File: config.mk
export PLATFORM = sky130hd
export DESIGN_NAME = cmat_term
export DESIGN_NICKNAME = d
export VERILOG_FILES = /design/src/sv/masked_affine_color_matrix_defines.svh /design/src/sv/cmat_pkg.sv /design/src/sv/cmat_term.sv
export SDC_FILE = /design/constraint.sdc
export NUM_CORES = 1
export LEC_CHECK = 0
export CORE_AREA = 2 2 745 747
export CTS_CLUSTER_SIZE = 10
export DETAILED_ROUTE_END_ITERATION = 16
export DIE_AREA = 0 0 747 749
export DONT_BUFFER_PORTS = 1
export GPL_TIMING_DRIVEN = 0
export SLEW_MARGIN = 20
export SYNTH_ARGS = -nofsm -noshare
export SYNTH_HDL_FRONTEND = slang
export SYNTH_SLANG_ARGS = --single-unit
File: constraint.sdc
create_clock -name clk -period 3.7 [get_ports clk]
set_input_delay 0 -clock clk [delete_from_list [all_inputs] [get_ports clk]]
set_output_delay 0 -clock clk [all_outputs]
set_load 0.03 [all_outputs]
File: src/sv/masked_affine_color_matrix_defines.svh
// Assertion macros for the color matrix block.
// Included by the top level; depends on nothing else.
`ifndef MASKED_AFFINE_COLOR_MATRIX_DEFINES_SVH
`define MASKED_AFFINE_COLOR_MATRIX_DEFINES_SVH

// Same-cycle implication, disabled while reset is held.
`define CMAT_ASSERT_NOW(label, clk, rst_n, ante, cons, msg) \
  label: assert property (@(posedge clk) disable iff (!rst_n) (ante) |-> (cons)) \
    else $error(msg);

// Next-cycle implication, disabled while reset is held.
`define CMAT_ASSERT_NEXT(label, clk, rst_n, ante, cons, msg) \
  label: assert property (@(posedge clk) disable iff (!rst_n) (ante) |=> (cons)) \
    else $error(msg);

`endif

File: src/sv/cmat_pkg.sv
// Shared types and constants for the color matrix block.
// No dependencies.
package cmat_pkg;

  localparam int DATA_W        = 32;
  localparam int ROWS          = 4;
  localparam int COLS          = 5;
  localparam int OFF_COL       = 4;
  localparam int STORE_DEPTH   = ROWS * COLS;
  localparam int MASK_W        = STORE_DEPTH;
  localparam int IDX_W         = 5;
  localparam int PROD_W        = 2 * DATA_W;
  localparam int FRAC_BITS_DEF = 16;

  typedef logic signed [DATA_W-1:0] word_t;
  typedef logic [MASK_W-1:0]        mask_t;
  typedef logic [IDX_W-1:0]         idx_t;

  typedef enum logic {
    MODE_PIXEL = 1'b0,
    MODE_COEF  = 1'b1
  } mode_t;

  // Pipeline control handed to the multiplier stage.
  typedef struct packed {
    logic adv;
    logic take_pixel;
  } pipe_ctl_t;

endpackage

File: src/sv/cmat_term.sv
// Stage 2: floor-shift products, apply the enable mask, add terms in pairs.
// Depends on cmat_pkg.
module cmat_term #(
  parameter int FRAC_BITS = cmat_pkg::FRAC_BITS_DEF
) (
  input  logic                          clk,
  input  logic                          rst_n,
  input  logic                          adv,
  input  logic                          v_in,
  input  cmat_pkg::mask_t               mask,
  input  logic signed [cmat_pkg::PROD_W-1:0] prod [cmat_pkg::ROWS*cmat_pkg::ROWS],
  input  cmat_pkg::word_t               comp [cmat_pkg::ROWS],
  input  cmat_pkg::word_t               off [cmat_pkg::ROWS],
  output logic                          v_r,
  output logic signed [cmat_pkg::PROD_W-FRAC_BITS+2:0] s01_r [cmat_pkg::ROWS],
  output logic signed [cmat_pkg::PROD_W-FRAC_BITS+2:0] s23_r [cmat_pkg::ROWS],
  output logic signed [cmat_pkg::PROD_W-FRAC_BITS+2:0] off_r [cmat_pkg::ROWS]
);

  localparam int TERM_W = cmat_pkg::PROD_W - FRAC_BITS;
  localparam int SUM_W  = TERM_W + 3;

  logic signed [TERM_W-1:0] term [cmat_pkg::ROWS][cmat_pkg::ROWS];
  logic signed [SUM_W-1:0]  s01_nxt [cmat_pkg::ROWS];
  logic signed [SUM_W-1:0]  s23_nxt [cmat_pkg::ROWS];
  logic signed [SUM_W-1:0]  off_nxt [cmat_pkg::ROWS];

  // Disabled diagonal passes the component; disabled off-diagonal gives zero.
  always_comb begin
    for (int r = 0; r < cmat_pkg::ROWS; r++) begin
      for (int c = 0; c < cmat_pkg::ROWS; c++) begin
        if (mask[r*cmat_pkg::COLS+c]) begin
          term[r][c] = TERM_W'(prod[r*cmat_pkg::ROWS+c] >>> FRAC_BITS);
        end else if (r == c) begin
          term[r][c] = TERM_W'(comp[c]);
        end else begin
          term[r][c] = '0;
        end
      end
      s01_nxt[r] = SUM_W'(term[r][0]) + SUM_W'(term[r][1]);
      s23_nxt[r] = SUM_W'(term[r][2]) + SUM_W'(term[r][3]);
      off_nxt[r] = mask[r*cmat_pkg::COLS+cmat_pkg::OFF_COL] ? SUM_W'(off[r]) : '0;
    end
  end

  always_ff @(posedge clk) begin
    if (!rst_n) begin
      v_r <= 1'b0;
    end else if (adv) begin
      v_r <= v_in;
    end
  end

  always_ff @(posedge clk) begin
    if (adv) begin
      s01_r <= s01_nxt;
      s23_r <= s23_nxt;
      off_r <= off_nxt;
    end
  end

endmodule

==> key figures <==
Floorplanning
  – Core Box Area: between 0.5 and 0.6 sq mm
  – Die height: ~750 um
  – Ports: 1917
  – Row count: around 270
  – Initial cell density of the core: 7.965%
  – Die Wd: 747 um
  – Die Area: 0.5595 sq mm

STA
  – Hold Worst Slack: between 0.06 and 0.07 ns
  – Final setup fails: 3
  – Period utilization: 101.1%
  – Hold Fails Final Rpt: 0
  – Min setup slack post-route: -0.04012 ns
  – Min Tclk post-route: between 3 and 4 ns
  – Slew HR: 24.03%
  – Measured slew at the worst slew-check pin: 1.140 ns
  – Final Skew: 0 ns
  – Final Max Tran Viols: 0
  – Achievable frequency: approximately 270 MHz

Worst setup path
  – Reg2reg start: v_r
  – RR Endpoint: v_r
  – CP max stage cell: a21oi_2
  – Worst Setup EP: s23_r[149]
  – Crit path kind: primary input to register
  – Worst path cell trace: dlygate4sd3_1 > and2_1 > dlygate4sd3_1 > ha_1 > a21oi_1 > nor2b_1 > o21ai_0 > and2_1 > a31oi_1 > a21oi_2 > o21ai_0 > a31oi_1 > xnor2_1
  – Crit. Startpoint: prod[541]
  – Crit path max fanout: 5
  – Critical path capture point type: register
  – Crit path max-delay family: compound AO/OA/AOI/OAI gates
  – WP buf/inv: 2
  – WP data required: around 4.3 ns
  – Crit path DAT: approximately 4.3 ns
  – Crit. path cell count: 13
  – Slowest Stage Delay on Critical Path: between 0.7 and 0.8 ns
  – CP Launch Type: primary input
  – R2r setup slk: roughly 2.3 ns
  – Reg2Reg Depth: 3

Clocking
  – Clock Pin Slew Worst Setup and Hold Paths: 0.06 ns
  – Clock root cell: clkbuf_16
  – Number of buffers created by CTS: between 80 and 90
  – H-tree depth: 3
  – Clk buf depth: 4
  – Skew-Pair Late Insertion Delay: approximately 0.84 ns
  – CTS Sinks: around 520
  – TritonCTS clock tree: done

Route
  – Routed Antenna Nets: 0
  – Average routed wire per standard cell: a little under 30 um
  – Starting DRT DRC Count: roughly 3.3k
  – DR pass1 iterations: 6
  – Vias/cell: ~3.3
  – DRC Markers: 0
  – Final wirelength: between 400 and 500 mm
  – Via count: approximately 46k

Final layout
  – Commonest non-fill, non-tap cells in the layout: 1363 x dlygate4sd3_1, 723 x and2_1, 520 x edfxtp_1
  – P&R area growth vs syn: 62.44%
  – Most common cell after layout, fill and taps aside: dlygate4sd3_1
  – Proportion of layout cells with a drive suffix above 1: about 8.4%
  – Nets: between 7k and 8k

Yosys
  – Post-synth cell types: a little under 90
  – Post-synth EDFFs: 520
  – Synth top area share: 35.56%
  – Post-Syn Nets: 6378
  – Post-synth design cell area: around 0.044 sq mm
  – Area leader, netlist: edfxtp_1
  – Syn Inst Count: roughly 4.7k
  – Post-synthesis register bit count: roughly 520
  – Ys Warns: 0
  – Post-Syn Area per Cell: roughly 9.4 sq um
  – Asr flop ratio synth: 0%
  – Sequential fraction of the synthesis area: between 30% and 40%
  – Main synth FF type: edfxtp_1
  – Area contributors post-synth: edfxtp_1 36%, ha_1 11%, and2_1 10%, a21oi_1 4.4%, xnor2_1 4.2%

Placed design
  – GP Congestion: 0.9484
  – HPWL Detailed: approximately 360 mm
  – Place WS: -1.663 ns
  – I/O Buffers: 0

Global routing
  – Overflow after GRT: 0
  – Largest net degree at the start of global routing: 143
  – Initial antenna violation count: ~360
  – All-layer global routing usage: between 10% and 20%
  – Vias in the first global route: 44.12k
  – First-pass GRT wire length: about 500 mm

Hold path
  – Min-Delay Startpoint: off[31]
  – Min-delay worst type: primary input to register

Power and ir drop
  – Combinational power share: between 20% and 30%
  – Sequential power share: 38.9%
  – Pwr dens: slightly below 400 mW/mm^2
  – Sw frac: ~41%
  – Leakage power: 27.16 nW
  – Clock share of power: between 30% and 40%
  – Internal cell power: roughly 16 mW
  – Sw Pwr: between 10 and 15 mW
  – Worst vdd ir: 0.0003789 V

Job
  – Max Cap Violations: 0

Run status
  – Failing checks: setup timing
  – Status: finished, violations left
-- worst min path at each step --
stage,end,slack (ns),cells past startpoint
final,off_r[31],0.06,2
after global routing,s23_r[120],0.04,5
after CTS,s23_r[146],0.002,7
after detailed placement,off_r[70],0.12,0
after global placement,v_r,0.16,1
after floorplan,off_r[0],0.11,0
-- power by group through the flow --
stage | sequential, mW | combinational [mW] | clock [mW]
detailed placement | 11.2 | 5.76 | 0
floorplan | 9.48 | 3.57 | 0
CTS | 11.1 | 7.94 | 9.60
global placement | 11.5 | 5.26 | 0
global route | 11.2 | 8.67 | 9.72
finish | 10.9 | 8.08 | 9.09
-- synth_stat cells, drive strengths merged (10+ instances only) --
| cell type | instances |
|---|---|
| o211ai | 15 |
| and4 | 11 |
| buf | 106 |
| a2111oi | 10 |
| a41oi | 10 |
| nand3 | 76 |
| inv | 70 |
| nand2b | 31 |
| o31ai | 18 |
| a31oi | 55 |
| a21o | 245 |
| o21a | 39 |
| nand4 | 79 |
| nor2b | 49 |
| edfxtp | 520 |
| a21boi | 15 |
| o21bai | 73 |
| o21ai | 208 |
| a221oi | 15 |
| ha | 384 |
| clkbuf | 203 |
| xor2 | 142 |
| xnor2 | 213 |
| nand2 | 407 |
| a21oi | 388 |
| nor3 | 42 |
| and2 | 723 |
| mux2 | 124 |
| a211oi | 40 |
| nor2 | 187 |
| and3 | 43 |
-- metal layers --
| layer | global-route usage [%] | up-vias | share of wire (%) |
|---|---|---|---|
| met3 | 8.430 | 870 | 14 |
| met2 | 21.79 | 2810 | 43 |
| met1 | 15.45 | 21920 | 37 |
| met4 | 5.508 | 108 | 5.0 |
| met5 | 0 | - | 0.18 |
| li1 | - | 20200 | - |
-- cells by family (layout without fill, tap and decap cells) --
logic type	count (synthesis)	count (layout)	synth area share (%)
flip-flops	521	521	35.61
AO/OA/AOI/OAI	1225	1225	18.33
other	0	274	0
multiplexers	125	125	3.203
buffers and inverters	379	1926	4.038
AND/OR/NAND/NOR	1685	1685	20.44
XOR/XNOR	355	355	7.081
adder cells (fa/ha/maj)	392	392	11.31
-- per-stage QoR --
stage | TNS [ns] | area, sq um | utilization (%) | total power [mW] | instances
floorplan | 0 | 43910 | - | 13.05 | 4682
global placement | -136.00 | 53030 | 9.619 | 16.74 | 11970
detailed placement | -112.43 | 53560 | 9.715 | 16.96 | 11990
CTS | 0 | 70200 | 12.73 | 28.66 | 13510
global route | -0.1083 | 71070 | 12.89 | 29.56 | 13680
finish | -0.08847 | 71330 | 12.94 | 28.07 | 13790
-- layout make-up --
class | count | area (sq um)
repair buffers | 1400 | 14300
plain buffers | 306 | 1536
clock buffers | 101 | 2272
inverters | 70 | 262.8
well taps | 7287 | 9117
fillers | 62680 | 480000
clock inverters | 49 | 593.1
diodes | 274 | 685.7
flip-flops and latches | 521 | 15640
multi-input cells | 3782 | 26930
-- registers in the layout, indices dropped and copies added, names as in the netlist --
signal,cells
s23_r,196
off_r,128
v_r,1
s01_r,196
-- timing repair --
item,4_1_cts,5_1_grt
hold endpoints to repair,679,1
endpoints found under the setup margin,45,83
hold buffers,1368,1
pin swaps,0,11
setup buffers,0,9
gates resized for setup,15,100
No activity file was read; power rests on OpenSTA's default activity.
