--- src/sv/masked_affine_color_matrix_defines.svh ---
// Assertion macros for the color matrix block.
// Included by the top level; depends on nothing else.
`ifndef MASKED_AFFINE_COLOR_MATRIX_DEFINES_SVH
`define MASKED_AFFINE_COLOR_MATRIX_DEFINES_SVH

// Same-cycle implication, disabled while reset is held.
`define CMAT_ASSERT_NOW(label, clk, rst_n, ante, cons, msg) \
  label: assert property (@(posedge clk) disable iff (!rst_n) (ante) |-> (cons)) \
    else $error(msg);

// Next-cycle implication, disabled while reset is held.
`define CMAT_ASSERT_NEXT(label, clk, rst_n, ante, cons, msg) \
  label: assert property (@(posedge clk) disable iff (!rst_n) (ante) |=> (cons)) \
    else $error(msg);

`endif

--- src/sv/cmat_pkg.sv ---
// Shared types and constants for the color matrix block.
// No dependencies.
package cmat_pkg;

  localparam int DATA_W        = 32;
  localparam int ROWS          = 4;
  localparam int COLS          = 5;
  localparam int OFF_COL       = 4;
  localparam int STORE_DEPTH   = ROWS * COLS;
  localparam int MASK_W        = STORE_DEPTH;
  localparam int IDX_W         = 5;
  localparam int PROD_W        = 2 * DATA_W;
  localparam int FRAC_BITS_DEF = 16;

  typedef logic signed [DATA_W-1:0] word_t;
  typedef logic [MASK_W-1:0]        mask_t;
  typedef logic [IDX_W-1:0]         idx_t;

  typedef enum logic {
    MODE_PIXEL = 1'b0,
    MODE_COEF  = 1'b1
  } mode_t;

  // Pipeline control handed to the multiplier stage.
  typedef struct packed {
    logic adv;
    logic take_pixel;
  } pipe_ctl_t;

endpackage

--- src/sv/cmat_coef_store.sv ---
// Coefficient store: 20 signed words, cleared by reset, one write per cycle.
// Depends on cmat_pkg.
module cmat_coef_store (
  input  logic                  clk,
  input  logic                  rst_n,
  input  logic                  wr_en,
  input  cmat_pkg::idx_t        wr_idx,
  input  cmat_pkg::word_t       wr_data,
  output cmat_pkg::word_t       coef [cmat_pkg::STORE_DEPTH]
);

  cmat_pkg::word_t coef_r [cmat_pkg::STORE_DEPTH];

  // Indexes past the last entry match nothing and drop the write.
  always_ff @(posedge clk) begin
    if (!rst_n) begin
      for (int i = 0; i < cmat_pkg::STORE_DEPTH; i++) begin
        coef_r[i] <= '0;
      end
    end else if (wr_en) begin
      for (int i = 0; i < cmat_pkg::STORE_DEPTH; i++) begin
        if (wr_idx == cmat_pkg::IDX_W'(i)) begin
          coef_r[i] <= wr_data;
        end
      end
    end
  end

  assign coef = coef_r;

endmodule

--- config.mk ---
export PLATFORM = sky130hd
export DESIGN_NAME = cmat_coef_store
export DESIGN_NICKNAME = d
export VERILOG_FILES = /design/src/sv/masked_affine_color_matrix_defines.svh /design/src/sv/cmat_pkg.sv /design/src/sv/cmat_coef_store.sv
export SDC_FILE = /design/constraint.sdc
export NUM_CORES = 1
export LEC_CHECK = 0
export ABC_AREA = 1
export BUFFER_PORTS_ARGS = -buffer_cell sky130_fd_sc_hd__buf_2
export CAP_MARGIN = 20
export CORE_MARGIN = 1.5
export CORE_UTILIZATION = 35
export CTS_BUF_LIST = sky130_fd_sc_hd__clkbuf_16
export DETAILED_ROUTE_END_ITERATION = 16
export PLACE_DENSITY = 0.59
export SYNTH_ARGS = -nofsm -noshare
export SYNTH_HDL_FRONTEND = slang
export SYNTH_SLANG_ARGS = --single-unit
export TNS_END_PERCENT = 1
--- constraint.sdc ---
create_clock -name clk -period 2.7 [get_ports clk]
set_input_delay 0.54 -clock clk [delete_from_list [all_inputs] [get_ports clk]]
set_output_delay 0.54 -clock clk [all_outputs]
set_load 0.05 [all_outputs]
==> results.yml, run 1 <==
run_status:
  status: "finished clean"
global_routing:
  track_usage_pct: 26.5
  use_met1_pct: 33.8
  grt_start_max_net_pins: 97
  grt.met3_usage_pct: 5.75
  antenna_found_initial: 5
  grt_pass1_vias: 24900
  grt_pass1_wl_um: 164000
  gr-usage-met2_pct: 43.3
  gr-total-overflow: 0
  grt.busiest_layer: "met2"
worst_hold_path:
  min_path_type: "input port to flop"
worst_setup_path:
  slowest_stage: "dfxtp_1"
  cp.arrival_ns: 1.37
  crit_path_start_kind: "flop"
  crit_type: "flop to primary output"
  path_buf_inv: 1
  setup.worst_path.end_class: "primary output"
  cp_max_fo: 2
  slowest_delay_ns: 0.44
  cp_top_family: "flip-flops"
  crit_chain: "buf_2"
  cp.required_ns: 2.16
floorplanning:
  die_w_um: 287
  core_mm2: 0.0803
  design.die.area_mm2: 0.0825
  die_h_um: 287
  io_pins: 680
  initial_utilization_pct: 35.2
  num_rows: 104
sta:
  hold_viol: 0
  fin_skew_ns: 0
  setup_viol: 0
  tns_ns: 0
  rsz0062_at_grt: "no"
  period_share_pct: 70.9
  tightest_slew_ns: 0.739
  fin_crit_ns: 1.91
  fmax_ghz: 0.523
  relSlewSlack_pct: 50.7
  slew_viol_final: 0
  holdWs_ns: 0.237
synthesis:
  syn_area_per_cell_um2: 6.20
  ys.flop_type: "dfxtp_1"
  synth_seq_cells: 640
  yosysUniqueCellTypes: 13
  ys_seq_area_share_pct: 45.3
  syn_inst: 4557
  synth.most_common_cell: "nand2_1"
  synth_area_leader_cell: "dfxtp_1"
  synth_top_area_share_pct: 45.3
  synthTopCellsByCount: "1227 x nand2_1, 1035 x inv_1, 873 x nor2_1"
  async_reset_ff_share_pct: 0
  yosysWarningCount: 0
  synth-edff-count: 0
  synth_area_leaders: "dfxtp_1 45%, nand2_1 16%, inv_1 14%"
  netlist_area_mm2: 0.0283
  syn_nets: 4597
route:
  first_pass_iters: 5
  drt_iter0_drc: 2218
  vias: 27700
  wl_per_cell_um: 18.0
  drc: 0
  drtAntennaViolNets: 0
  wl_um: 113000
  routed_via_density: 4.42
clock_network:
  post_cts_resized: 0
  cts.sinks: 640
  clock_latency_ns: 0.62
  root_buffer: "clkbuf_16"
  post_cts_buffers: 0
  clk_pin_slew_ns: 0.06
  htree_levels: 3
  cts_hold_buf: 0
  clk_path_buf_depth: 3
  cts_buffers: 74
  cts_tree: "yes"
finish:
  n_fill_cell: 8415
  largest_reg_flops: 640
  drive_gt1_share_pct: 17.3
  multi_input_area_mm2: 0.0105
  area_delta_synth_final_pct: 25.4
  fin_util_pct: 44.1
  seqCellArea_mm2: 0.0128
  nets: 5183
  stdcell_count: 6261
power:
  power.density_mw_per_mm2: 595
  max-vdd-ir-drop_mv: 0.397
  power_mw: 21.1
  p_leak_nw: 19.7
place:
  hpwl_um: 73400
  numPortBuffers: 679
  placedCellCount: 6127
  gp_congestion: 0.834
job:
  drv_cap: 0
per-layer routing:
layer  routed length, um  vias to the layer above
met3                8440                      224
li1                    -                    14200
met5                  33                        -
met1               47400                    12300
met2               52300                      937
met4                4690                        6
path summary, 6_finish.rpt:
path / start / end / slack, ns / depth (start not counted)
max: coef[68]$_SDFFE_PN0P_ / coef[68] / 0.79 / 1
min: wr_data[18] / coef[18]$_SDFFE_PN0P_ / 0.24 / 3
max reg2reg: coef[68]$_SDFFE_PN0P_ / coef[68]$_SDFFE_PN0P_ / 1.96 / 4
min reg2reg: coef[281]$_SDFFE_PN0P_ / coef[281]$_SDFFE_PN0P_ / 0.48 / 2
cell type report:
| cell class | instances | area share (%) |
|---|---|---|
| sequential | 640 | 36.1 |
| multi-input combinational | 2599 | 29.6 |
| timing repair buffer | 792 | 13.3 |
| inverter | 1036 | 11.0 |
| clock buffer | 74 | 5.22 |
| tap | 1060 | 3.74 |
| clock inverter | 59 | 1.03 |
| antenna | 1 | 0.00706 |
power by group:
group          switching [mW]  total [mW]  internal, mW
clock network            4.28        9.40          5.12
logic                    1.58        2.04         0.460
registers              0.0819        9.65          9.57
total                    5.94        21.1          15.2
metrics by stage:
| stage | instance area (um2) | worst slack, ns |
|---|---|---|
| after floorplan | 28300 | 1.11 |
| after global placement | 33200 | 0.537 |
| after detailed placement | 33200 | 0.461 |
| after CTS | 35400 | 0.731 |
| after global routing | 35400 | 0.761 |
| final | 35400 | 0.787 |
logic make-up (layout without fill, tap and decap cells):
kind of cell           after synthesis  count (layout)  synth area share (%)
other                                0               1                     0
AND/OR/NAND/NOR                   2599            2599                  36.8
flip-flops                         640             640                  45.3
buffers and inverters             1318            1961                  17.9
cells in the final DEF, fill, tap and decap left out, types with 2 or more instances in the layout:
cell type     n
nand2_1    1227
inv_1      1054
nor2_1      866
buf_2       678
dfxtp_1     640
nand3_1     488
buf_4        76
clkbuf_16    74
buf_12       37
clkinv_1     26
nor2_4        8
nand3_2       7
clkinv_2      6
nor2_2        3
inv_16        2
clkinv_4      2
clkinv_16     2
Note: power is estimated with default switching activity, not from simulation.
==> run 2: changes to the inputs <==
==> constraint.sdc (replaced) <==
create_clock -name clk -period 1.8 [get_ports clk]
set_input_delay 0.36 -clock clk [delete_from_list [all_inputs] [get_ports clk]]
set_output_delay 0.36 -clock clk [all_outputs]
set_load 0.05 [all_outputs]
==> run 2 against run 1 <==
Compared with the run above:
- worst setup slack worse by 0.75 ns
- flip-flop and latch count unchanged
- clock power grew 45%
- sequential power is 50% higher
- sequential share of layout area down 0.72 points
- largest cell class unchanged
==> results.yml, run 2 (same netlist as run 1, synthesis figures left out) <==
place:
  gp_congestion: 0.844
  numPortBuffers: 679
  hpwl_um: 75900
worst_setup_path:
  crit_type: "flop to primary output"
  cp.arrival_ns: 1.40
  reg2reg_slack_ns: 1.02
  crit_path_start_kind: "flop"
  slowest_delay_ns: 0.47
  cp.required_ns: 1.44
  crit_chain: "buf_2"
  r2r_cells: 4
  cp_top_family: "flip-flops"
  r2r-end: "coef[68]$_SDFFE_PN0P_"
  path_buf_inv: 1
  r2r_start: "coef[68]$_SDFFE_PN0P_"
  setup.worst_path.end_class: "primary output"
  cp_max_fo: 2
  slowest_stage: "dfxtp_1"
finish:
  n_fill_cell: 8411
  drive_gt1_share_pct: 17.8
  final_common_cell: "nand2_1"
  final_cell_mix: "1227 x nand2_1, 1055 x inv_1, 866 x nor2_1, 678 x buf_2, 640 x dfxtp_1"
  area_delta_synth_final_pct: 27.9
  nets: 5216
  largest_reg_flops: 640
route:
  vias: 27900
  drtAntennaViolNets: 0
  drc: 0
  routed_via_density: 4.44
  first_pass_iters: 7
  wl_um: 113000
  wl_per_cell_um: 18.0
  drt_iter0_drc: 2164
global_routing:
  gr-total-overflow: 0
  grt_pass1_wl_um: 163000
  antenna_found_initial: 8
  grt_pass1_vias: 25100
  grt_start_max_net_pins: 94
  track_usage_pct: 26.5
sta:
  rsz0062_at_grt: "no"
  tns_ns: 0
  slew_viol_final: 0
  hold_viol: 0
  tightest_slew_ns: 0.460
  fmax_ghz: 0.568
  fin_skew_ns: 0
  period_share_pct: 97.9
  setup_viol: 0
  fin_crit_ns: 1.76
  relSlewSlack_pct: 69.4
worst_hold_path:
  min_path_type: "input port to flop"
  hp-start: "wr_data[22]"
  holdPathStages: 3
  whs_endpoint: "coef[118]$_SDFFE_PN0P_"
floorplanning:
  num_rows: 104
  core_mm2: 0.0803
  die_h_um: 287
  initial_utilization_pct: 35.2
  io_pins: 680
  die_w_um: 287
  design.die.area_mm2: 0.0825
clock_network:
  post_cts_resized: 0
  cts_tree: "yes"
  clk_pin_slew_ns: 0.06
  cts_hold_buf: 0
  root_buffer: "clkbuf_16"
  htree_levels: 3
  cts_buffers: 72
  post_cts_buffers: 0
  clock_latency_ns: 0.62
  clk_path_buf_depth: 3
  cts.sinks: 640
job:
  drv_cap: 0
power:
  power.density_mw_per_mm2: 865
  p_leak_nw: 20.1
  power_mw: 31.3
  max-vdd-ir-drop_mv: 0.713
run_status:
  status: "finished clean"
-- run 2: final cells by class --
cell class                      count  area (um2)  area share (%)
Clock inverter                     54         300           0.830
Inverter                         1036        3890            10.8
Clock buffer                       72        1800            4.98
Sequential cell                   640       12800            35.4
Tap cell                         1060        1330            3.67
Multi-Input combinational cell   2599       10500            29.0
Antenna cell                        1        2.50         0.00692
Timing Repair Buffer              827        5560            15.4
-- run 2: worst max path at each step --
stage,start,end,slack (ns),depth (start not counted)
after floorplan,wr_idx[4],coef[291]$_SDFFE_PN0P_,0.39,8
after global placement,wr_idx[2],coef[139]$_SDFFE_PN0P_,0.13,9
after detailed placement,wr_idx[2],coef[131]$_SDFFE_PN0P_,0.08,9
after CTS,coef[68]$_SDFFE_PN0P_,coef[68],0.001,1
after global routing,coef[68]$_SDFFE_PN0P_,coef[68],0.007,1
final,coef[68]$_SDFFE_PN0P_,coef[68],0.04,1
-- run 2: routing by layer --
metal  track usage [%]  wire [um]  part of all wire [%]
met5                 0         10                0.0088
met4              12.2       5160                   4.6
met3              5.80       8820                   7.8
met2              42.9      52200                    46
met1              33.6      47000                    42
-- run 2: through the flow --
| stage | hold slack [ns] | cells | setup slack (ns) | util [%] | area, um2 |
|---|---|---|---|---|---|
| 6_report | 0.0662 | 6289 | 0.0381 | 45.0 | 36200 |
| 3_3_place_gp | 0.459 | 6162 | 0.126 | 42.4 | 34100 |
| 3_5_place_dp | 0.469 | 6162 | 0.0822 | 42.4 | 34100 |
| 5_1_grt | 0.0566 | 6289 | 0.00696 | 45.0 | 36200 |
| 4_1_cts | 0.0269 | 6288 | 0.00145 | 45.0 | 36200 |
| 2_1_floorplan | 0.495 | 4557 | 0.385 | - | 28300 |
-- run 2: report_power, final --
group / total (mW) / switching [mW] / internal (mW)
registers: 14.5 / 0.128 / 14.4
clock network: 13.6 / 6.14 / 7.43
logic: 3.24 / 2.41 / 0.830
total: 31.3 / 8.67 / 22.6
==> run 3: changes to the inputs <==
--- a/config.mk
+++ b/config.mk
@@ -8,11 +8,11 @@
 export ABC_AREA = 1
 export BUFFER_PORTS_ARGS = -buffer_cell sky130_fd_sc_hd__buf_2
 export CAP_MARGIN = 20
-export CORE_MARGIN = 1.5
-export CORE_UTILIZATION = 35
+export CORE_AREA = 2 2 261 263
 export CTS_BUF_LIST = sky130_fd_sc_hd__clkbuf_16
 export DETAILED_ROUTE_END_ITERATION = 16
-export PLACE_DENSITY = 0.59
+export DIE_AREA = 0 0 263 265
+export PLACE_DENSITY = 0.68
 export SYNTH_ARGS = -nofsm -noshare
 export SYNTH_HDL_FRONTEND = slang
 export SYNTH_SLANG_ARGS = --single-unit
==> run 3 against run 2 <==
Compared with the run above:
- utilization grew 9.1 points
- worst setup slack gained 0.041 ns
- critical path type unchanged
- first-iteration DRC count grew 14%
- sequential share of layout area is essentially flat
- global-route usage grew 3.3 points
==> results.yml, run 3 (same netlist as run 1, synthesis figures left out) <==
route:
  routed_via_density: 4.63
  wl_per_cell_um: 17.5
  drtAntennaViolNets: 0
  first_pass_iters: 7
  wl_um: 107000
  drc: 0
  drt_iter0_drc: 2474
  vias: 28300
worst_setup_path:
  r2r-end: "coef[450]$_SDFFE_PN0P_"
  cp_top_family: "flip-flops"
  reg2reg_slack_ns: 1.04
  crit_chain: "buf_2"
  r2r_cells: 4
  slowest_delay_ns: 0.44
  crit_type: "flop to primary output"
  cp.required_ns: 1.44
  cp_max_fo: 2
  crit_path_start_kind: "flop"
  cp.arrival_ns: 1.36
  slowest_stage: "dfxtp_1"
  path_buf_inv: 1
  setup.worst_path.end_class: "primary output"
  r2r_start: "coef[450]$_SDFFE_PN0P_"
worst_hold_path:
  whs_endpoint: "coef[124]$_SDFFE_PN0P_"
  hp-start: "wr_data[28]"
  holdPathStages: 3
  min_path_type: "input port to flop"
floorplanning:
  die_w_um: 263
  io_pins: 680
  design.die.area_mm2: 0.0697
  num_rows: 95
  die_h_um: 265
  initial_utilization_pct: 42.3
  core_mm2: 0.0668
global_routing:
  antenna_found_initial: 3
  gr-total-overflow: 0
  grt_pass1_vias: 25500
  track_usage_pct: 29.8
  grt_pass1_wl_um: 158000
  grt_start_max_net_pins: 92
power:
  power.density_mw_per_mm2: 895
  max-vdd-ir-drop_mv: 0.727
  p_leak_nw: 20.2
clock_network:
  clk_pin_slew_ns: 0.06
  htree_levels: 3
  post_cts_resized: 0
  clk_path_buf_depth: 3
  clock_latency_ns: 0.60
  cts_tree: "yes"
  post_cts_buffers: 0
  cts_hold_buf: 0
  root_buffer: "clkbuf_16"
  cts.sinks: 640
  cts_buffers: 72
finish:
  area_delta_synth_final_pct: 27.8
  drive_gt1_share_pct: 18.0
  final_area_mm2: 0.0361
  final_cell_mix: "1227 x nand2_1, 1051 x inv_1, 866 x nor2_1, 678 x buf_2, 640 x dfxtp_1"
  nets: 5214
  final_common_cell: "nand2_1"
  largest_reg_flops: 640
sta:
  rsz0062_at_grt: "no"
  setup_viol: 0
  tightest_slew_ns: 0.482
  worst_slack_ns: 0.0794
  relSlewSlack_pct: 67.9
  slew_viol_final: 0
  fmax_ghz: 0.581
  fin_skew_ns: 0
  period_share_pct: 95.6
  fin_crit_ns: 1.72
  hold_viol: 0
  tns_ns: 0
place:
  numPortBuffers: 679
  postPlaceCellArea_mm2: 0.0338
  place_ws_ns: 0.0635
  gp_congestion: 0.843
  hpwl_um: 71900
run_status:
  status: "finished clean"
job:
  drv_cap: 0
-- run 3: cell count changes in the layout (fill, tap and decap cells not counted), moves of 2 or more --
cell and delta:
clkinv_1 -8, inv_1 -4, clkinv_2 +2, buf_4 -3, clkbuf_16 +2, bufinv_16 +6
-- run 3: cell type report --
| cell class | count | area, um2 |
|---|---|---|
| clock buffers | 74 | 1850 |
| repair buffers | 825 | 5560 |
| well taps | 873 | 1090 |
| multi-input cells | 2599 | 10500 |
| flip-flops and latches | 640 | 12800 |
| diodes | 1 | 2.50 |
| fillers | 6556 | 30700 |
| inverters | 1036 | 3890 |
| clock inverters | 51 | 458 |
-- run 3: metal layers --
layer  wire (um)  track usage [%]
met5           0                0
met4        5170             14.4
met3        9180             6.75
met2       49300             48.8
met1       43100             37.0
-- run 3: worst max-delay path by stage --
stage	from	to	slack (ns)	depth (start not counted)
final	coef[328]$_SDFFE_PN0P_	coef[328]	0.08	1
after global routing	coef[328]$_SDFFE_PN0P_	coef[328]	0.05	1
after CTS	coef[333]$_SDFFE_PN0P_	coef[333]	0.08	1
after detailed placement	wr_idx[4]	coef[304]$_SDFFE_PN0P_	0.06	10
after global placement	wr_idx[4]	coef[426]$_SDFFE_PN0P_	0.07	10
after floorplan	wr_idx[4]	coef[291]$_SDFFE_PN0P_	0.39	8
-- run 3: metrics by stage --
stage | util, % | power, mW | std cells | hold WS [ns]
5_1_grt | 54.1 | 33.3 | 6098 | 0.0901
3_3_place_gp | 50.6 | 17.9 | 5973 | 0.457
3_5_place_dp | 50.6 | 17.9 | 5973 | 0.467
4_1_cts | 54.1 | 32.5 | 6098 | 0.0531
6_report | 54.1 | 32.3 | 6099 | 0.0882
2_1_floorplan | - | 16.6 | 4557 | 0.495
-- run 3: power by group --
| part | leakage, nW | internal (mW) | switching [mW] |
|---|---|---|---|
| logic | 13.8 | 0.831 | 2.35 |
| clock network | 1.20 | 8.50 | 6.17 |
| registers | 5.17 | 14.4 | 0.126 |
| total | 20.2 | 23.7 | 8.65 |
