[config.mk]
export PLATFORM = sky130hd
export DESIGN_NAME = cmat_acc
export DESIGN_NICKNAME = d
export VERILOG_FILES = /design/src/sv/masked_affine_color_matrix_defines.svh /design/src/sv/cmat_pkg.sv /design/src/sv/cmat_acc.sv
export SDC_FILE = /design/constraint.sdc
export NUM_CORES = 1
export LEC_CHECK = 0
export BUFFER_PORTS_ARGS = -buffer_cell sky130_fd_sc_hd__clkbuf_2
export CORE_ASPECT_RATIO = 0.75
export CORE_UTILIZATION = 30
export DETAILED_ROUTE_END_ITERATION = 16
export PLACE_DENSITY = 0.57
export RECOVER_POWER = 25
export SLEW_MARGIN = 30
export SYNTH_ARGS = -nofsm -noshare
export SYNTH_HDL_FRONTEND = slang
export SYNTH_SLANG_ARGS = --single-unit
[constraint.sdc]
create_clock -name clk -period 4.7 [get_ports clk]
set_clock_uncertainty 0.05 [all_clocks]
set_input_delay 0.235 -clock clk [delete_from_list [all_inputs] [get_ports clk]]
set_output_delay 0.235 -clock clk [all_outputs]
set_load 0.02 [all_outputs]
[src/sv/masked_affine_color_matrix_defines.svh]
// Assertion macros for the color matrix block.
// Included by the top level; depends on nothing else.
`ifndef MASKED_AFFINE_COLOR_MATRIX_DEFINES_SVH
`define MASKED_AFFINE_COLOR_MATRIX_DEFINES_SVH

// Same-cycle implication, disabled while reset is held.
`define CMAT_ASSERT_NOW(label, clk, rst_n, ante, cons, msg) \
  label: assert property (@(posedge clk) disable iff (!rst_n) (ante) |-> (cons)) \
    else $error(msg);

// Next-cycle implication, disabled while reset is held.
`define CMAT_ASSERT_NEXT(label, clk, rst_n, ante, cons, msg) \
  label: assert property (@(posedge clk) disable iff (!rst_n) (ante) |=> (cons)) \
    else $error(msg);

`endif

[src/sv/cmat_pkg.sv]
// Shared types and constants for the color matrix block.
// No dependencies.
package cmat_pkg;

  localparam int DATA_W        = 32;
  localparam int ROWS          = 4;
  localparam int COLS          = 5;
  localparam int OFF_COL       = 4;
  localparam int STORE_DEPTH   = ROWS * COLS;
  localparam int MASK_W        = STORE_DEPTH;
  localparam int IDX_W         = 5;
  localparam int PROD_W        = 2 * DATA_W;
  localparam int FRAC_BITS_DEF = 16;

  typedef logic signed [DATA_W-1:0] word_t;
  typedef logic [MASK_W-1:0]        mask_t;
  typedef logic [IDX_W-1:0]         idx_t;

  typedef enum logic {
    MODE_PIXEL = 1'b0,
    MODE_COEF  = 1'b1
  } mode_t;

  // Pipeline control handed to the multiplier stage.
  typedef struct packed {
    logic adv;
    logic take_pixel;
  } pipe_ctl_t;

endpackage

[src/sv/cmat_acc.sv]
// Stages 3 and 4: final row sum, then saturation into the output register.
// Depends on cmat_pkg.
module cmat_acc #(
  parameter int FRAC_BITS = cmat_pkg::FRAC_BITS_DEF
) (
  input  logic                          clk,
  input  logic                          rst_n,
  input  logic                          adv,
  input  logic                          v_in,
  input  logic signed [cmat_pkg::PROD_W-FRAC_BITS+2:0] s01 [cmat_pkg::ROWS],
  input  logic signed [cmat_pkg::PROD_W-FRAC_BITS+2:0] s23 [cmat_pkg::ROWS],
  input  logic signed [cmat_pkg::PROD_W-FRAC_BITS+2:0] off [cmat_pkg::ROWS],
  output logic                          out_valid_r,
  output cmat_pkg::word_t               res_r [cmat_pkg::ROWS]
);

  localparam int SUM_W = cmat_pkg::PROD_W - FRAC_BITS + 3;
  localparam int HI_W  = SUM_W - cmat_pkg::DATA_W + 1;

  logic                    v3_r;
  logic signed [SUM_W-1:0] sum_r [cmat_pkg::ROWS];
  logic signed [SUM_W-1:0] sum_nxt [cmat_pkg::ROWS];
  cmat_pkg::word_t         res_nxt [cmat_pkg::ROWS];
  logic [HI_W-1:0]         hi [cmat_pkg::ROWS];

  always_comb begin
    for (int r = 0; r < cmat_pkg::ROWS; r++) begin
      sum_nxt[r] = s01[r] + s23[r] + off[r];
    end
  end

  // Clamp when the bits above the result width disagree with its sign bit.
  always_comb begin
    for (int r = 0; r < cmat_pkg::ROWS; r++) begin
      hi[r] = sum_r[r][SUM_W-1:cmat_pkg::DATA_W-1];
      if ((&hi[r]) || !(|hi[r])) begin
        res_nxt[r] = sum_r[r][cmat_pkg::DATA_W-1:0];
      end else if (sum_r[r][SUM_W-1]) begin
        res_nxt[r] = {1'b1, {(cmat_pkg::DATA_W-1){1'b0}}};
      end else begin
        res_nxt[r] = {1'b0, {(cmat_pkg::DATA_W-1){1'b1}}};
      end
    end
  end

  always_ff @(posedge clk) begin
    if (!rst_n) begin
      v3_r        <= 1'b0;
      out_valid_r <= 1'b0;
    end else if (adv) begin
      v3_r        <= v_in;
      out_valid_r <= v3_r;
    end
  end

  always_ff @(posedge clk) begin
    if (adv) begin
      sum_r <= sum_nxt;
      res_r <= res_nxt;
    end
  end

endmodule

==> metrics list, run 1 <==
- Fraction of power spent switching nets: 0.3652
- In the final routed layout, each cell accounts on average for 18.79 um.
- Most used cell along the critical path: sky130_fd_sc_hd__inv_1
- The via count of the first global-routing pass was 20,772.
* Critical Path End Type: flop
- Pin placement for this block handled 745 I/O pins.
- In this run the number of H-tree levels came out at 2.
- EDFF count, synth: 332
- Count of cell types in the netlist: 77
* Bufs on Longest Clock Path: 3
- The first global-routing pass estimated roughly 120,000 um of wire.
- Clock network power share: 0.246
- Min-Delay Startpoint: off[52]
- Number of vias after detailed routing: 21,190
- Internal Power: 0.008600 W
- The cell sitting at the root of the clock tree is a sky130_fd_sc_hd__clkbuf_16.
- For met1 alone, demand over resource in global routing was 0.2489.
* Core Box Area: approximately 87,000 sq um
- Final antenna-violating net count: 0
* Cell at the slowest stage of the critical path: sky130_fd_sc_hd__a211oi_1
- Number of sinks driven by the clock tree: around 330
* Worst hold path endpoint: sum_r[52]
- In this run, the number of DRC markers left after iteration 0 of detailed routing was roughly 1,200.
- The share of total power dissipated in combinational logic is 0.409.
* Cell taking the most area after synthesis: sky130_fd_sc_hd__edfxtp_1
- Proportion of register bits with asynchronous set or reset after synthesis: 0
- Post-Route Setup TNS: 0 ns
- Static power due to leakage: 14.50 nW
* Required time reported for the critical path endpoint: 4.95 ns
- For met2 alone, demand over resource in global routing was 0.2870.
* Leading post-synthesis cells by cell area: sky130_fd_sc_hd__edfxtp_1, sky130_fd_sc_hd__fa_1, sky130_fd_sc_hd__ha_1
* Final worst-path cycle share: 0.8111
- Most used flip-flop cell after synthesis: sky130_fd_sc_hd__edfxtp_1
* GRT Max-Usage Layer: met2
* Routed via count divided by cell count: 4.867
- Routed WL: 81,810 um
* Worst min path class: input pin to flop
* Depth of the worst hold-timing path: 3
* Gate Count Post-Synth: 2,463
- In this run the worst setup path begins at s01[0].
* Run status: complete, but fails checks
- Combined area of all synthesized cells: 26,450 sq um
- Horizontal die dimension: about 340 um
- Register-to-Register Path Depth: 6
* Highest fanout seen on the critical path: 3
- For this run, the register share of the synthesized area comes to 0.3784.
- In the global route stage, met3 resource usage came out at 0.02629.
* Startpoint type of the worst setup path: input pin
- Number of setup violations in the final report: 0
- The count of final hold-check violations came to 0.
- Counting flops and latches in the post-synthesis netlist gives approximately 330.
- Entering global routing, the biggest net connects 89 pins.
* CP delay by family, top: compound AO/OA/AOI/OAI gates
- For this run, the top clock speed supported by timing is between 0.2 and 0.3 GHz.
- Together, buffers and inverters on the worst path number 4.
* Worst flop-to-flop path startpoint: hi[8]
- After layout, the design draws a total of approximately 0.014 W.
- The first TritonRoute pass finished after 5 iterations.
- In the routed design, unresolved DRC markers number 0.
- Sw Pwr: 0.004947 W
- Antenna violations before repair: 4
- The critical path goes through clkbuf_2, inv_1, fa_1, inv_1, ha_1, inv_1, fa_1, nor2b_1, o21ai_1, a21oi_1, o211ai_1, a211oi_1, nor4_1, or2_2, o211ai_1, o21ai_0, xnor2_1.
- Setup repair after global routing missed its margin: false
* Register-to-register path setup slack: between 2 and 2.5 ns
- Die Footprint: between 80,000 and 90,000 sq um
- For this configuration, the core starts out at a cell density of 0.3056.
- Detailed placement ended at an HPWL of 68,170 um.
- Average cell area after synthesis: 10.74 sq um
- The critical path is of the input pin to flop type.
- Warning count from the yosys run: 0
- Of the post-synthesis cell area, the dominant cell type holds 0.3769.
- Clock latency of the later-clocked register in the worst-skew pair: between 0.5 and 0.6 ns
- Slew @ Worst Pin: 3.815 ns
- Pwr/cell area: 412.3 nW/um^2
* Arrival time at the worst endpoint: 4.06 ns
* Die height: roughly 260 um
- For this run, the slowest stage of the critical path takes a little under 0.6 ns.
* Number of max-cap violations: 1
- Violated checks: capacitance limit, slew limit
* Worst ir drop on vdd: 0.2346 mV
- The floorplan has just over 90 rows.
- In the final layout, the share of cells above drive strength 1 is 0.2682.
* Final-report max-slew violation count: 80
* Count of input and output buffers: about 740
* Clock slew seen by the registers of the worst setup and hold paths: about 0.060 ns
- CTS tree: built
* Worst relative slew slack: -1.543
- The total overflow left after global routing is 0.
* Total routing usage reported by global routing: 0.1783
* Mapped Nets: 3,479
* Post-layout min period: about 3.8 ns
- The worst register-to-register path ends at res_r[26].
- At the end of routability-driven placement, the weighted congestion stood at approximately 0.9.
* Layout overhead on the synthesized area: 24.19%
- Final nets: around 4,200
- Portion of total power attributed to sequential cells: 0.346
* TritonCTS buffer count: 40
-- how the worst max path moves through the flow --
stage	end	slack (ns)	depth (start not counted)
after floorplan	hi[14]	1.23	14
after CTS	hi[8]	1.06	17
after global routing	hi[8]	0.75	17
after global placement	hi[14]	0.59	17
final	hi[8]	0.89	17
after detailed placement	hi[8]	0.47	17
-- tightest hold or removal path, stage by stage --
cell and delay [ns]:
sky130_fd_sc_hd__clkbuf_2 0.09, sky130_fd_sc_hd__fa_1 0.15, sky130_fd_sc_hd__ha_1 0.12
-- placed cells by master (no fill, tap or decap), drive strengths merged, types with 95 or more instances in the layout --
master,netlist,final
xnor2,127,127
nor2,106,106
nand2,139,139
a21oi,217,217
clkbuf,75,788
o21ai,239,239
edfxtp,332,332
a21o,95,95
inv,203,206
ha,196,196
fa,204,204
-- synthesized netlist by cell type (4+ instances only) --
cell	count
sky130_fd_sc_hd__and4_1	8
sky130_fd_sc_hd__edfxtp_1	332
sky130_fd_sc_hd__and3_1	20
sky130_fd_sc_hd__a211oi_1	15
sky130_fd_sc_hd__nor2_1	106
sky130_fd_sc_hd__xnor2_1	127
sky130_fd_sc_hd__a41oi_1	7
sky130_fd_sc_hd__o22ai_1	4
sky130_fd_sc_hd__nor4_1	27
sky130_fd_sc_hd__nand2b_1	22
sky130_fd_sc_hd__a221o_1	4
sky130_fd_sc_hd__nand4_1	55
sky130_fd_sc_hd__a21o_1	95
sky130_fd_sc_hd__o21ai_0	219
sky130_fd_sc_hd__fa_1	204
sky130_fd_sc_hd__a21oi_1	212
sky130_fd_sc_hd__o2111ai_1	4
sky130_fd_sc_hd__ha_1	196
sky130_fd_sc_hd__o21a_1	21
sky130_fd_sc_hd__nor3_1	32
sky130_fd_sc_hd__xor2_1	62
sky130_fd_sc_hd__o21ai_1	19
sky130_fd_sc_hd__o211ai_1	12
sky130_fd_sc_hd__and2_1	10
sky130_fd_sc_hd__or3_1	13
sky130_fd_sc_hd__o21bai_1	25
sky130_fd_sc_hd__a211o_1	8
sky130_fd_sc_hd__o31ai_1	11
sky130_fd_sc_hd__clkbuf_1	75
sky130_fd_sc_hd__a31oi_1	29
sky130_fd_sc_hd__a21boi_0	6
sky130_fd_sc_hd__a21oi_2	4
sky130_fd_sc_hd__or2_2	8
sky130_fd_sc_hd__nor2b_1	28
sky130_fd_sc_hd__inv_1	203
sky130_fd_sc_hd__nand2_1	139
sky130_fd_sc_hd__nand3_1	35
-- state kept, by name, indices dropped and copies added, names as in the netlist --
register	count
v3_r	1
res_r	128
hi	80
sum_r	124
out_valid_r	1
-- per-layer routing --
layer | vias to the layer above | share of wire
li1 | 10380 | -
met1 | 10076 | 0.46
met2 | 635 | 0.46
met3 | 99 | 0.049
met4 | 0 | 0.025
met5 | - | 0
-- kinds of logic (layout without fill, tap and decap cells) --
kind of cell | after synthesis | in the layout | synth area share
compound gates | 738 | 738 | 0.1723
simple gates | 515 | 515 | 0.09744
fa+ha+maj | 400 | 400 | 0.2471
flops | 334 | 334 | 0.3784
buf+inv | 284 | 1031 | 0.04110
xor+xnor | 189 | 189 | 0.06258
mux | 3 | 3 | 0.001135
other cells | 0 | 4 | 0
-- layout make-up --
type / instances / area [sq um]
Clock buffer: 45 / 1041
Multi-Input combinational cell: 1845 / 15400
Fill cell: 8644 / 53720
Sequential cell: 334 / 10010
Antenna cell: 4 / 10.01
Tap cell: 1140 / 1426
Clock inverter: 27 / 341.6
Timing Repair Buffer: 756 / 3862
Inverter: 203 / 762.0
-- stage by stage --
stage               utilization  hold slack (ns)  worst slack (ns)  area (sq um)  cells
floorplan                     -           0.2975             1.233         26450   2463
global placement         0.3631           0.4173            0.5928         31430   4276
detailed placement       0.3632           0.4256            0.4718         31440   4276
CTS                      0.3794          0.02960             1.065         32850   4350
global route             0.3795          0.07598            0.7479         32850   4354
finish                   0.3795          0.09159            0.8878         32850   4354
-- power groups by stage --
stage               Sequential, W  Combinational, W  Clock, W
global route              0.00476           0.00615   0.00356
detailed placement        0.00475           0.00553         0
CTS                       0.00469           0.00556   0.00346
finish                    0.00468           0.00554   0.00333
global placement          0.00473           0.00551         0
floorplan                 0.00494           0.00338         0
-- timing repair --
item	4_1_cts	5_1_grt
hold buffers	2	0
hold endpoints to repair	2	0
resized for setup	0	0
setup buffers	0	0
Power figures use the tool's default switching activity.
==> inputs of run 2 (changes only) <==
--- a/config.mk
+++ b/config.mk
@@ -9,7 +9,7 @@
 export CORE_ASPECT_RATIO = 0.75
 export CORE_UTILIZATION = 30
 export DETAILED_ROUTE_END_ITERATION = 16
-export PLACE_DENSITY = 0.57
+export PLACE_DENSITY = 0.59
 export RECOVER_POWER = 25
 export SLEW_MARGIN = 30
 export SYNTH_ARGS = -nofsm -noshare
==> constraint.sdc (replaced) <==
create_clock -name clk -period 3.25 [get_ports clk]
set_clock_uncertainty 0.05 [all_clocks]
set_input_delay 0.1625 -clock clk [delete_from_list [all_inputs] [get_ports clk]]
set_output_delay 0.1625 -clock clk [all_outputs]
set_load 0.02 [all_outputs]
==> run 2 against run 1 <==
The flow still finishes with violations (capacitance limit, slew limit). Sequential power grew 44%. Worst setup slack lost 0.75 ns. Non-clock buffer count grew 338. Die area is the same.
==> metrics list, run 2 (synthesis gave the netlist of run 1 again) <==
- Run status: complete, but fails checks
- The checks that failed: capacitance limit, slew limit.
* CTS tree: built
* Total routing usage reported by global routing: 0.1822
- Depth of the worst hold-timing path: 3
- The tree is rooted in a sky130_fd_sc_hd__clkbuf_16.
- Maximum number of pins on one net before global-route repair: 78
- STA classifies the critical path startpoint as an input pin.
- Required time reported for the critical path endpoint: 3.50 ns
* Number of sinks driven by the clock tree: 334
- Final nets: 4,535
- The largest single stage delay on the critical path is 0.50 ns.
- Together, buffers and inverters on the worst path number 3.
* Die Footprint: 89,380 sq um
- Worst ir drop on vdd: roughly 0.34 mV
* Worst hold path endpoint: sum_r[154]
* Bufs on Longest Clock Path: 3
- DRC marker count from the first detailed-route iteration: ~1,100
- Max-cap violations in this run came to 1.
- Routed via count divided by cell count: 4.786
- In this run the critical register-to-register path is launched from hi[78].
- The via count of the first global-routing pass came to 22,116.
* Most flops, register: res_r
- Per-cell routed wire length: 17.76 um
- Worst relative slew slack: -0.5396
- The final count of pins violating max slew was 76.
- On the final layout, the worst hold slack is 0.03907 ns.
- The area growth from synthesis to layout is 34.30%.
- Summed over all layers, the global routing overflow is 0.
- Number of vias after detailed routing: roughly 22,000
- Static power due to leakage: 16.14 nW
* Number of hold violations in the final report: 0
- At the end of routability-driven placement, the weighted congestion stood at about 0.93.
- Arrival time at the worst endpoint: 3.36 ns
- Half-perimeter wire length of the detailed placement result: 71,240 um
- Traced cell by cell, the critical path runs through clkbuf_2, fa_1, ha_2, inv_1, fa_2, nor2b_2, o21ai_1, a21oi_2, o211ai_1, a211oi_2, buf_4, nor4_4, o31ai_2, a21oi_2, o31ai_1, xor2_1.
- By instance count, the cell type seen most on the critical path is sky130_fd_sc_hd__a21oi_2.
- Derived from the worst setup path, the maximum achievable clock frequency is roughly 0.32 GHz.
* Final standard cell utilization of the core: 0.4104
* Cell at the slowest stage of the critical path: sky130_fd_sc_hd__fa_1
* Start point of the critical path: off[1]
- After layout, the design draws a total of 0.02071 W.
- Number of setup violations in the final report: 0
* Register-to-Register Path Depth: 7
- Pwr/cell area: 582.9 nW/um^2
- After floorplanning, the core was sized to cover between 80,000 and 90,000 sq um.
- The critical path is of the input pin to flop type.
* Die height: between 200 and 300 um
- Critical Path End Type: flop
- Clock latency of the later-clocked register in the worst-skew pair: 0.57 ns
- Number of iterations in the first detailed-routing pass: 7
* Worst min path class: input pin to flop
- Max reg flops: between 100 and 150
- Dividing the final minimum period by the clock period gives 0.9587.
* Highest fanout seen on the critical path: 4
* Horizontal die dimension: 344.9 um
- Initial Util: 0.3056
* Routed WL: 83,430 um
- Final antenna-violating net count: 0
* TritonCTS buffer count: 41
- Clock-pin slew was measured on the worst setup and hold paths at 0.06 ns.
- Across all register-to-register paths, the minimum setup slack is 0.88 ns.
* Count of input and output buffers: roughly 740
- Min-Delay Startpoint: off[154]
- Wire length of the first global-routing pass: 125,500 um
- Number of placed I/O pins: 745
* FF-to-FF End: res_r[99]
* Number of cell rows: slightly above 90
- In the routed design, unresolved DRC markers number 0.
- The cell family contributing the most delay on the critical path is compound AO/OA/AOI/OAI gates.
- At the pin with the least slew margin, the transition time is 2.309 ns.
- Most common library cell in the layout ignoring fill and taps: sky130_fd_sc_hd__clkbuf_2
- H-tree depth: 2
- Antenna violations before repair: 6
- In the layout the commonest cells are sky130_fd_sc_hd__clkbuf_2, sky130_fd_sc_hd__buf_4, sky130_fd_sc_hd__edfxtp_1.
* Ratio of cells with drive above 1 in the final layout: 0.3438
- Post-layout min period: 3.116 ns
## run 2: cell count changes in the layout (fill, tap and decap cells not counted), sizes merged
cell / change
clkbuf: +6
clkinvlp: +2
diode: +1
bufinv: -3
dlymetal6s4s: -1
buf: +332
dlygate4sd3: +1
inv: +2
clkinv: +3
## run 2: worst max path at each step
stage,end,cells after the start
floorplan,hi[78],14
global placement,hi[11],14
detailed placement,hi[54],16
CTS,hi[54],16
global route,hi[14],16
finish,hi[14],16
## run 2: per-stage QoR
| step | std cells | TNS, ns | instance area, sq um | worst slack [ns] |
|---|---|---|---|---|
| after CTS | 4690 | 0 | 35430 | 0.0003333 |
| after global routing | 4697 | -0.005129 | 35530 | -0.003815 |
| after floorplan | 2463 | 0 | 26490 | 0.0006708 |
| final | 4697 | 0 | 35530 | 0.1344 |
| after global placement | 4611 | -24.26 | 34020 | -0.5537 |
| after detailed placement | 4611 | -27.81 | 34020 | -0.5864 |
## run 2: layer usage
| metal | GRT usage | vias to the layer above | wire length [um] |
|---|---|---|---|
| li1 | - | 11070 | - |
| met1 | 0.2509 | 10670 | 38250 |
| met2 | 0.2943 | 636 | 38840 |
| met3 | 0.02797 | 106 | 4227 |
| met4 | 0.05409 | 0 | 2113 |
| met5 | 0 | - | 0 |
## run 2: area by class of cell
type                            instances  area (sq um)
Fill cell                            8520         51050
Multi-Input combinational cell       1845         15560
Sequential cell                       334         10010
Timing Repair Buffer                 1094          6379
Tap cell                             1140          1426
Clock buffer                           45          1084
Inverter                              203         762.0
Clock inverter                         31         290.3
Antenna cell                            5         12.51
## run 2: worst register-to-register path, stage by stage, from the launching register on
cell,delay [ns]
sky130_fd_sc_hd__edfxtp_1,0.36
sky130_fd_sc_hd__nand4_1,0.10
sky130_fd_sc_hd__or3_1,0.38
sky130_fd_sc_hd__nor3_1,0.32
sky130_fd_sc_hd__a31oi_4,0.20
sky130_fd_sc_hd__nand2b_1,0.18
sky130_fd_sc_hd__buf_4,0.29
sky130_fd_sc_hd__o21ai_0,0.20
## run 2: timing repair
action,in CTS,in global routing
hold buffers,3,0
gates resized for setup,0,25
endpoints found under the hold margin,3,0
endpoints found under the setup margin,0,29
setup buffers,0,2
## run 2: where the power goes
part           switching (W)  internal [W]  total (W)  leakage, nW
Clock                0.00197       0.00275    0.00472        0.660
Combinational        0.00508       0.00415    0.00923         12.2
Sequential          0.000385       0.00638    0.00676         3.27
Total                0.00743        0.0133     0.0207         16.1
